`src/design/jld_pkg.sv`:
```
// Shared types and constants of the jump and landing detector.
package jld_pkg;

	// Widths of the item fields and configuration registers.
	localparam int FORCE_W = 10;
	localparam int TIME_W  = 32;
	localparam int AIR_W   = 16;
	localparam int PHASE_W = 3;
	localparam int HOLD_W  = 16;
	localparam int CFG_IDX_W = 2;
	localparam int CFG_DATA_W = 16;

	// Operation codes.
	localparam logic OP_SAMPLE = 1'b0;
	localparam logic OP_CLEAR  = 1'b1;

	// Phase codes.
	localparam logic [PHASE_W-1:0] PH_GROUND     = 3'd0;
	localparam logic [PHASE_W-1:0] PH_MAYBE_JUMP = 3'd1;
	localparam logic [PHASE_W-1:0] PH_AIR        = 3'd2;
	localparam logic [PHASE_W-1:0] PH_MAYBE_LAND = 3'd3;
	localparam logic [PHASE_W-1:0] PH_LANDING    = 3'd4;

	// Configuration register indexes.
	localparam logic [CFG_IDX_W-1:0] CFG_THRESHOLD = 2'd0;
	localparam logic [CFG_IDX_W-1:0] CFG_LAND_HOLD = 2'd1;

	// Reset values of the configuration registers.
	localparam logic [FORCE_W-1:0] THRESHOLD_RST = 10'd80;
	localparam logic [HOLD_W-1:0]  LAND_HOLD_RST = 16'd1000;

	localparam logic [AIR_W-1:0] AIR_MAX = '1;

	typedef struct packed {
		logic               op;
		logic [FORCE_W-1:0] force_req;
		logic [TIME_W-1:0]  now_ms;
	} in_item_t;

	typedef struct packed {
		logic [PHASE_W-1:0] phase;
		logic               jumped;
		logic               landed;
		logic               ready_to_show;
		logic [AIR_W-1:0]   air_time_ms;
		logic [FORCE_W-1:0] peak_takeoff;
		logic [FORCE_W-1:0] peak_landing;
	} res_item_t;

endpackage

```
`src/design/jld_core.sv`:
```
// Detector state registers and the per-item state update.
module jld_core (
	input  logic                            clk,
	input  logic                            arst_n,
	input  logic                            adv,
	input  jld_pkg::in_item_t               item,
	input  logic [jld_pkg::FORCE_W-1:0]     threshold,
	input  logic [jld_pkg::HOLD_W-1:0]      land_hold_ms,
	output jld_pkg::res_item_t              res
);
	import jld_pkg::*;

	logic [PHASE_W-1:0] phase_q, phase_d;
	logic [TIME_W-1:0]  takeoff_time_q, takeoff_time_d;
	logic [TIME_W-1:0]  landing_time_q, landing_time_d;
	logic [AIR_W-1:0]   air_time_q, air_time_d;
	logic [FORCE_W-1:0] peak_to_q, peak_to_d;
	logic [FORCE_W-1:0] peak_land_q, peak_land_d;
	logic               jumped_q, jumped_d;
	logic               landed_q, landed_d;
	logic               show_q, show_d;

	logic [TIME_W-1:0]  air_diff;
	logic [TIME_W-1:0]  land_diff;
	logic               below, above, in_window;
	logic [FORCE_W-1:0] peak_to_max, peak_land_max;

	assign air_diff  = item.now_ms - takeoff_time_q;
	assign land_diff = item.now_ms - landing_time_q;
	assign below     = item.force_req < threshold;
	assign above     = item.force_req > threshold;
	assign in_window = (land_diff[TIME_W-1:HOLD_W] == '0)
		&& (land_diff[HOLD_W-1:0] < land_hold_ms);
	assign peak_to_max   = (item.force_req > peak_to_q) ? item.force_req : peak_to_q;
	assign peak_land_max = (item.force_req > peak_land_q) ? item.force_req : peak_land_q;

	always_comb begin
		phase_d        = phase_q;
		takeoff_time_d = takeoff_time_q;
		landing_time_d = landing_time_q;
		air_time_d     = air_time_q;
		peak_to_d      = peak_to_q;
		peak_land_d    = peak_land_q;
		jumped_d       = jumped_q;
		landed_d       = landed_q;
		show_d         = show_q;
		if (item.op == OP_CLEAR) begin
			phase_d        = PH_GROUND;
			takeoff_time_d = '0;
			landing_time_d = '0;
			air_time_d     = '0;
			peak_to_d      = '0;
			peak_land_d    = '0;
			jumped_d       = 1'b0;
			landed_d       = 1'b0;
			show_d         = 1'b0;
		end else begin
			unique case (phase_q)
				PH_MAYBE_JUMP: begin
					peak_to_d = peak_to_max;
					if (below) begin
						phase_d        = PH_AIR;
						takeoff_time_d = item.now_ms;
						jumped_d       = 1'b1;
					end else begin
						phase_d = PH_GROUND;
					end
				end
				PH_AIR: begin
					if (above) begin
						phase_d = PH_MAYBE_LAND;
					end
				end
				PH_MAYBE_LAND: begin
					if (above) begin
						phase_d        = PH_LANDING;
						air_time_d     = (air_diff[TIME_W-1:AIR_W] != '0) ? AIR_MAX
							: air_diff[AIR_W-1:0];
						landing_time_d = item.now_ms;
						landed_d       = 1'b1;
						peak_land_d    = peak_land_max;
					end else begin
						phase_d = PH_AIR;
					end
				end
				PH_LANDING: begin
					if (in_window) begin
						peak_land_d = peak_land_max;
					end else begin
						phase_d = PH_GROUND;
						show_d  = 1'b1;
					end
				end
				default: begin
					// Ground, and any code that should never appear.
					peak_to_d = peak_to_max;
					phase_d   = below ? PH_MAYBE_JUMP : PH_GROUND;
				end
			endcase
		end
	end

	always_ff @(posedge clk or negedge arst_n) begin
		if (!arst_n) begin
			phase_q        <= PH_GROUND;
			takeoff_time_q <= '0;
			landing_time_q <= '0;
			air_time_q     <= '0;
			peak_to_q      <= '0;
			peak_land_q    <= '0;
			jumped_q       <= 1'b0;
			landed_q       <= 1'b0;
			show_q         <= 1'b0;
		end else if (adv) begin
			phase_q        <= phase_d;
			takeoff_time_q <= takeoff_time_d;
			landing_time_q <= landing_time_d;
			air_time_q     <= air_time_d;
			peak_to_q      <= peak_to_d;
			peak_land_q    <= peak_land_d;
			jumped_q       <= jumped_d;
			landed_q       <= landed_d;
			show_q         <= show_d;
		end
	end

	// The result shows the state after the update.
	always_comb begin
		res.phase         = phase_d;
		res.jumped        = jumped_d;
		res.landed        = landed_d;
		res.ready_to_show = show_d;
		res.air_time_ms   = air_time_d;
		res.peak_takeoff  = peak_to_d;
		res.peak_landing  = peak_land_d;
	end

endmodule

```
`src/design/jump_landing_detector.sv`:
```
// Top level of the force-sensor jump and landing detector.
//
//   channel | handshake             | payload
//   --------+-----------------------+------------------------------
//   in      | in_valid / in_ready   | in_item  (op, force_req, now_ms)
//   out     | out_valid / out_ready | out_item (phase, flags, times, peaks)
//   cfg     | cfg_valid / cfg_ready | cfg_index, cfg_data
//
// An accepted item is held in the input register, the state update is
// computed from it, and the result is written to the output register
// together with the new state, and is offered from there. One item per
// cycle is sustained while the output does not stall, set by the single
// state update.
// Reset clears the detector state and loads threshold 80 and a 1000 ms
// landing hold. A stalled output holds the input register, and the input
// side is still ready whenever the input register will move on.
module jump_landing_detector (
	input  logic                               clk,
	input  logic                               arst_n,
	input  logic                               in_valid,
	output logic                               in_ready,
	input  jld_pkg::in_item_t                  in_item,
	output logic                               out_valid,
	input  logic                               out_ready,
	output jld_pkg::res_item_t                 out_item,
	input  logic                               cfg_valid,
	output logic                               cfg_ready,
	input  logic [jld_pkg::CFG_IDX_W-1:0]      cfg_index,
	input  logic [jld_pkg::CFG_DATA_W-1:0]     cfg_data
);
	import jld_pkg::*;

	logic               valid_s1;
	in_item_t           item_s1;
	logic               out_valid_q;
	res_item_t          out_item_q;
	res_item_t          res;
	logic               adv;
	logic [FORCE_W-1:0] threshold_q;
	logic [HOLD_W-1:0]  land_hold_q;

	// The input register moves into the output register when the output
	// register is empty or its item is being taken in this cycle.
	assign adv       = valid_s1 && (!out_valid_q || out_ready);
	assign in_ready  = !valid_s1 || adv;
	assign out_valid = out_valid_q;
	assign out_item  = out_item_q;

	// Configuration writes are taken at once; the user must send them only while idle, as the block does not enforce it.
	assign cfg_ready = 1'b1;

	always_ff @(posedge clk or negedge arst_n) begin
		if (!arst_n) begin
			threshold_q <= THRESHOLD_RST;
			land_hold_q <= LAND_HOLD_RST;
		end else if (cfg_valid) begin
			unique case (cfg_index)
				CFG_THRESHOLD: threshold_q <= cfg_data[FORCE_W-1:0];
				CFG_LAND_HOLD: land_hold_q <= cfg_data[HOLD_W-1:0];
				default: begin
					// Writes to unknown indexes are dropped.
				end
			endcase
		end
	end

	// Input register stage.
	always_ff @(posedge clk or negedge arst_n) begin
		if (!arst_n) begin
			valid_s1 <= 1'b0;
		end else if (in_ready) begin
			valid_s1 <= in_valid;
		end
	end

	always_ff @(posedge clk) begin
		if (in_ready && in_valid) begin
			item_s1 <= in_item;
		end
	end

	jld_core u_core (
		.clk          (clk),
		.arst_n       (arst_n),
		.adv          (adv),
		.item         (item_s1),
		.threshold    (threshold_q),
		.land_hold_ms (land_hold_q),
		.res          (res)
	);

	// Result register.
	always_ff @(posedge clk or negedge arst_n) begin
		if (!arst_n) begin
			out_valid_q <= 1'b0;
		end else if (adv) begin
			out_valid_q <= 1'b1;
		end else if (out_ready) begin
			out_valid_q <= 1'b0;
		end
	end

	always_ff @(posedge clk) begin
		if (adv) begin
			out_item_q <= res;
		end
	end

endmodule

```
`config.mk`:
```
export PLATFORM = sky130hd
export DESIGN_NAME = jump_landing_detector
export DESIGN_NICKNAME = d
export VERILOG_FILES = /design/src/design/jld_pkg.sv /design/src/design/jld_core.sv /design/src/design/jump_landing_detector.sv
export SDC_FILE = /design/constraint.sdc
export NUM_CORES = 1
export LEC_CHECK = 0
export ABC_CLOCK_PERIOD_IN_PS = 6800
export BUFFER_PORTS_ARGS = -buffer_cell sky130_fd_sc_hd__buf_2
export CAP_MARGIN = 25
export CORE_UTILIZATION = 61
export DETAILED_ROUTE_END_ITERATION = 8
export PLACE_DENSITY = 0.81
export SLEW_MARGIN = 15
export SYNTH_ARGS = -nofsm -noshare
export SYNTH_HDL_FRONTEND = slang
export SYNTH_SLANG_ARGS = --single-unit
```
`constraint.sdc`:
```
create_clock -name clk -period 6.8 [get_ports clk]
set_clock_uncertainty 0.1 [all_clocks]
set_input_delay 0.34 -clock clk [delete_from_list [all_inputs] [get_ports clk]]
set_output_delay 0.34 -clock clk [all_outputs]
set_load 0.01 [all_outputs]
```
# Yosys cells after proc, flatten, opt, wreduce, memory -nomap -nowiden
# Cells that the tools add are included.
# W data, S select, Z words.
totals:
  register_bits: 219
  inputBits: 66
  output_inout_bits: 45
  elab_cells: 91
classes:
  addsub: 2
  order_cmp: 5
  n_eq_ne: 5
  muxes: 36
  reduce_logical: 20
op_table:
  columns: ["cell", "count"]
  rows:
  - ["$mux W32", 6]
  - ["$mux W10", 7]
  - ["$mux W16", 4]
  - ["$sub A32 B32 Y32", 2]
  - ["$gt A10 B10 Y1", 3]
  - ["$pmux W10 S2", 1]
  - ["$logic_not A16 Y1", 1]
  - ["$lt A16 B16 Y1", 1]
  - ["$reduce_bool A16 Y1", 1]
  - ["$mux W1", 12]
  - ["$mux W3", 4]
  - ["$pmux W3 S4", 1]
  - ["$lt A10 B10 Y1", 1]
  - ["$reduce_bool A2 Y1", 5]
  - ["$eq A3 B2 Y1 const B", 2]
  - ["$reduce_and A3 Y1", 2]
  - ["$reduce_and A2 Y1", 2]
  - ["$eq A3 B1 Y1 const B", 1]
  - ["$eq A3 B3 Y1 const B", 1]
  - ["$logic_and A1 B1 Y1", 3]
  - ["$reduce_or A3 Y1", 1]
  - ["$eq A2 B1 Y1 const B", 1]
  - ["$logic_not A1 Y1", 2]
  - ["$logic_not A2 Y1", 1]
  - ["other kinds (2)", 3]

# Depth between registers and ports, before layout
logic_depth:
  depth_word: 6
  depth_mapped: 24
  ltp_nobuf: 22

# Cells and area by module
# A second synthesis with hierarchy kept.
hier_totals:
  hier_cells: 1465
  area_unflattened_um2: 13778.2
modules_own_cells:
  columns: ["module", "instances", "cells_each", "area_each_um2", "seq_area_each_um2"]
  rows:
  - ["jld_core", 1, 1314, 10083.4, 2652.5]
  - ["jump_landing_detector", 1, 151, 3694.8, 3263.1]

# Worst setup path after synthesis
# No wires, ideal clock.
synth_timing:
  path_type: "reg-to-reg"
  start: "register item_s1[0] (netlist bit)"
  end: "register out_item_q (netlist bit out_item[0]), data pin"
  setup_time_ps: 265
  arrival_ps: 4629
  required_ps: 6435
  path_slack_ps: 1806
  path_stages_with_launch: 23
  n_path_buf: 2
  synth_period_minus_slack_ps: 4994
  path_cell_list: "edfxtp_1 -> inv_1 -> ha_1 -> fa_1 -> and2b_1 -> o2111ai_2 -> a211oi_1 -> nor2_1 -> xnor2_1 -> ha_1 -> a21oi_1 -> nand2_1 -> a221o_1 -> or4_1 -> a21o_1 -> nor4_1 -> o211a_1 -> and3_4 -> a31oi_4 -> buf_6 -> buf_2 -> o31ai_1 -> a21oi_1"
synth_lines:
  columns: ["item", "line", "text"]
  rows:
  - ["start, declared", "jump_landing_detector.sv:34", "in_item_t item_s1;"]
  - ["start signal, assigned", "jump_landing_detector.sv:78", "item_s1 <= in_item;"]
  - ["end signal, assigned", "jump_landing_detector.sv:105", "out_item_q <= res;"]
  - ["end, declared", "jump_landing_detector.sv:36", "res_item_t out_item_q;"]

==> results.txt <==
The run finished with clean final reports. The remaining global-route overflow was 0; the maximum clock frequency was 173 MHz. Of the cells placed in the final design, the portion with a size suffix greater than 1 is 12.9%. The number of core rows was 54; the number of setup violations in the final report was 0.

After detailed routing, the number of remaining DRC violations is 0. The CTS buffer count is 23. Once the floorplan was initialized, standard cells occupied 62.2% of the core. The kind of critical path was reg2reg. Pin count of the biggest net entering global routing: 65. After Yosys synthesis, and, or, nand and nor cells account for 14.0% of the synthesized area. The core region area was 21,900 µm². The worst setup path is launched from a flip-flop.

The relative area change from synthesis to final layout works out to 15.4%. In the synthesized netlist, mux cells make up 2.44% of the area. The run gives 7070 ps as the required time reported for the critical path endpoint.

The run gives 1,765 as the layout net count. The die is 151 µm tall. Summing the areas of all fa, ha and maj instances in the mapped netlist gives 10.1% of the synthesized area. 0 antenna diodes ended up in the layout. The logs give 56,100 µm for the wire length of the first global-routing pass and 5920 µm² for the area used by sequential logic in the layout.

The number of maximum-capacitance constraint violations is 0. The XOR/XNOR share of the synthesized area is 3.14%, and the fraction of registers with async set/reset is 61.2%. Hold repair after CTS inserted 62 buffers. A synthesized cell averages 9.43 µm². Among all flip-flop cells after synthesis, the most frequent one is sky130_fd_sc_hd__dfrtp_1. The number of global-route vias before repair was 11,197; the final total power was 4.72 mW. In this run, the number of DRC markers left after iteration 0 of detailed routing was 928.

After layout, the minimum clock period comes to 5780 ps. The die boundary width is 151 µm. The run gives 540 ps as the clock latency reported for the late side of the worst-skew pair. The clock slew seen by the registers of the worst setup and hold paths was 60 ps. The logs give 0 for the initial antenna violation count and 0 for the number of nets with antenna violations after detailed routing. Setup repair after global routing left no endpoint under its margin. The run gives 0 as the number of endpoints with negative hold slack in the final report. For the final HPWL from detailed placement, the log shows 25,000 µm. Number of enable-type register cells in the synthesized netlist: 85.

After synthesis, flip-flops and latches occupy 43.4% of the total area. The most common library cell in the layout ignoring fill and taps was sky130_fd_sc_hd__nand2_1. Net count of the mapped netlist: 1,620.

Once the clock tree was built, the setup fixing pass inserted 0 buffers. The die covers 22,900 µm². Summing the areas of all compound-gate instances in the mapped netlist gives 21.3% of the synthesized area. The all-layer global routing usage was 31.5%; the maximum number of buffers from clock root to sink was 3. Using the TritonRoute via totals, the vias-per-cell ratio works out to 6.18.

Summing every instance area after synthesis gives 13,600 µm². After filler insertion, the fill cell instance count of the layout stands at 1,628. The largest driver fanout on the critical path came out at 21. Yosys printed 0 warnings.

Counting every instance in the synthesized netlist gives 1,445. The distinct cell type count of the synthesized netlist was 92; the tightest slew margin relative to the limit was 32.8%. I/O pin count: 111. TritonCTS built the clock tree. For the standby leakage power, the log shows 6.92 nW. The logs give 0.937 for the final weighted congestion in routability-driven placement and 6990 µm² for the total area of multi-input combinational cells. The kind of path behind the tightest hold check is in2reg.

The clock root buffer master is sky130_fd_sc_hd__clkbuf_16. The detailed-route wire length per cell was 18.9 µm; the power per cell area was 300 nW/µm². In this run, synthesis produced a sequential element count of 219.

The actual transition at the worst max-transition pin was 983 ps; the data arrival time of the worst path was 6050 ps. The H-tree depth is 1, and the number of gates given a new drive strength after cts is 0. The sum of negative setup slack is 0 ps, and the number of search-and-repair iterations in the first detailed-routing pass is 5. Detailed routing inserted a total of 11,666 vias.

Counting every sink on the clock net gives 219. The run gives 35,600 µm as the aggregate routed wire length. The peak ir drop on the vdd network came out at 275 µV. STA classifies the critical path endpoint as a flip-flop.

The final critical path takes up 85.0% of the cycle. During placement, the flow inserted port buffers numbering 109. The library cells used most frequently in the layout, excluding fill and tap cells, are sky130_fd_sc_hd__nand2_1 (187), sky130_fd_sc_hd__inv_1 (127), sky130_fd_sc_hd__dfrtp_1 (126).

The tools report the number of pins with negative max-slew slack in the final report as 0. After synthesis, the largest family of logic cells by area is compound AO/OA/AOI/OAI gates.
-- power by group --
part           internal, mW  switching [mW]
Combinational         0.712            1.06
Sequential             1.59           0.122
Clock                 0.693           0.540
Total                  2.99            1.73
-- critical path, stage by stage (launching register included) --
cell and delay (ps):
sky130_fd_sc_hd__edfxtp_1 360, sky130_fd_sc_hd__inv_1 70, sky130_fd_sc_hd__ha_1 230, sky130_fd_sc_hd__fa_1 410, sky130_fd_sc_hd__and2b_1 250, sky130_fd_sc_hd__o2111ai_2 170, sky130_fd_sc_hd__a211oi_1 460, sky130_fd_sc_hd__nor2_1 120
sky130_fd_sc_hd__xnor2_1 200, sky130_fd_sc_hd__ha_1 290, sky130_fd_sc_hd__a21oi_1 180, sky130_fd_sc_hd__nand2_1 70, sky130_fd_sc_hd__a221o_1 330, sky130_fd_sc_hd__or4_1 510, sky130_fd_sc_hd__a21o_1 190, sky130_fd_sc_hd__nor4_1 310
sky130_fd_sc_hd__o211a_1 240, sky130_fd_sc_hd__and3_4 220, sky130_fd_sc_hd__a31oi_4 260, sky130_fd_sc_hd__nand2b_1 390, sky130_fd_sc_hd__a21oi_1 250
-- kinds of logic (layout without fill, tap and decap cells) --
group           count (synthesis)  count (layout)
xor+xnor                       48              48
flops                         219             219
mux                            31              31
buf+inv                       192             354
fa+ha+maj                     109             109
compound gates                435             435
simple gates                  410             410
other cells                     1               1
-- worst paths after layout --
check                                           from                         to  slack [ps]  cells after the start
hold / removal                             out_ready                  out_valid          30                      3
min in group asynchronous                     arst_n        u_core.peak_to_q[7]         210                      2
setup / recovery                          item_s1[0]                out_item[4]        1020                     20
hold reg to reg            u_core.landing_time_q[19]  u_core.landing_time_q[19]         380                      2
setup reg to reg                          item_s1[0]                out_item[4]        1020                     20
max in group asynchronous                     arst_n  u_core.takeoff_time_q[30]        4630                      4
-- state kept, by name, summed over array words and instances, names as in the netlist --
| register | count |
|---|---|
| u_core.jumped_q | 1 |
| u_core.landing_time_q | 32 |
| u_core.peak_to_q | 10 |
| u_core.air_time_q | 16 |
| item_s1 | 43 |
| out_item | 42 |
| u_core.phase_q | 3 |
| valid_s1 | 1 |
| out_valid | 1 |
| u_core.peak_land_q | 10 |
| u_core.show_q | 1 |
| u_core.landed_q | 1 |
| threshold_q | 10 |
| land_hold_q | 16 |
| u_core.takeoff_time_q | 32 |
-- metal layers --
layer  vias up  global-route usage [%]  share of wire [%]
met4         0                    16.7                5.1
li1       5525                       -                  -
met1      5588                    38.7                 40
met5         -                       0                  0
met3       102                    3.83                5.5
met2       451                    54.1                 49
-- final cells by class --
cell class	count	share of cell area (%)
Clock inverter	10	0.398
Inverter	129	3.08
Clock buffer	32	4.26
Sequential cell	219	37.6
Multi-Input combinational cell	1034	44.4
Tap cell	280	2.23
Timing Repair Buffer	183	8.00
-- synthesized netlist by cell type (all sizes together), types with 21 or more instances --
library cell,number,area (µm²)
a21o,41,315
clkbuf,48,180
dfrtp,126,3150
xor2,21,191
a21oi,78,405
nand4,22,144
inv,128,480
a31oi,30,209
edfxtp,85,2550
ha,107,1340
nor2,81,307
nor3,21,105
nand2,187,702
nand3,21,105
xnor2,27,236
o21ai,131,656
a211oi,34,255
-- per-stage QoR --
step | setup slack, ps | hold WS (ps) | util (%) | instances | cell area, µm²
global placement | 1480 | 232 | 65.7 | 1783 | 14400
CTS | 1110 | 14.4 | 71.8 | 1887 | 15700
finish | 1020 | 26.2 | 71.8 | 1887 | 15700
detailed placement | 1180 | 236 | 65.7 | 1783 | 14400
global route | 730 | 38.8 | 71.8 | 1887 | 15700
floorplan | 1810 | -55.6 | - | 1445 | 13600
(Power assumes the default switching activity.)
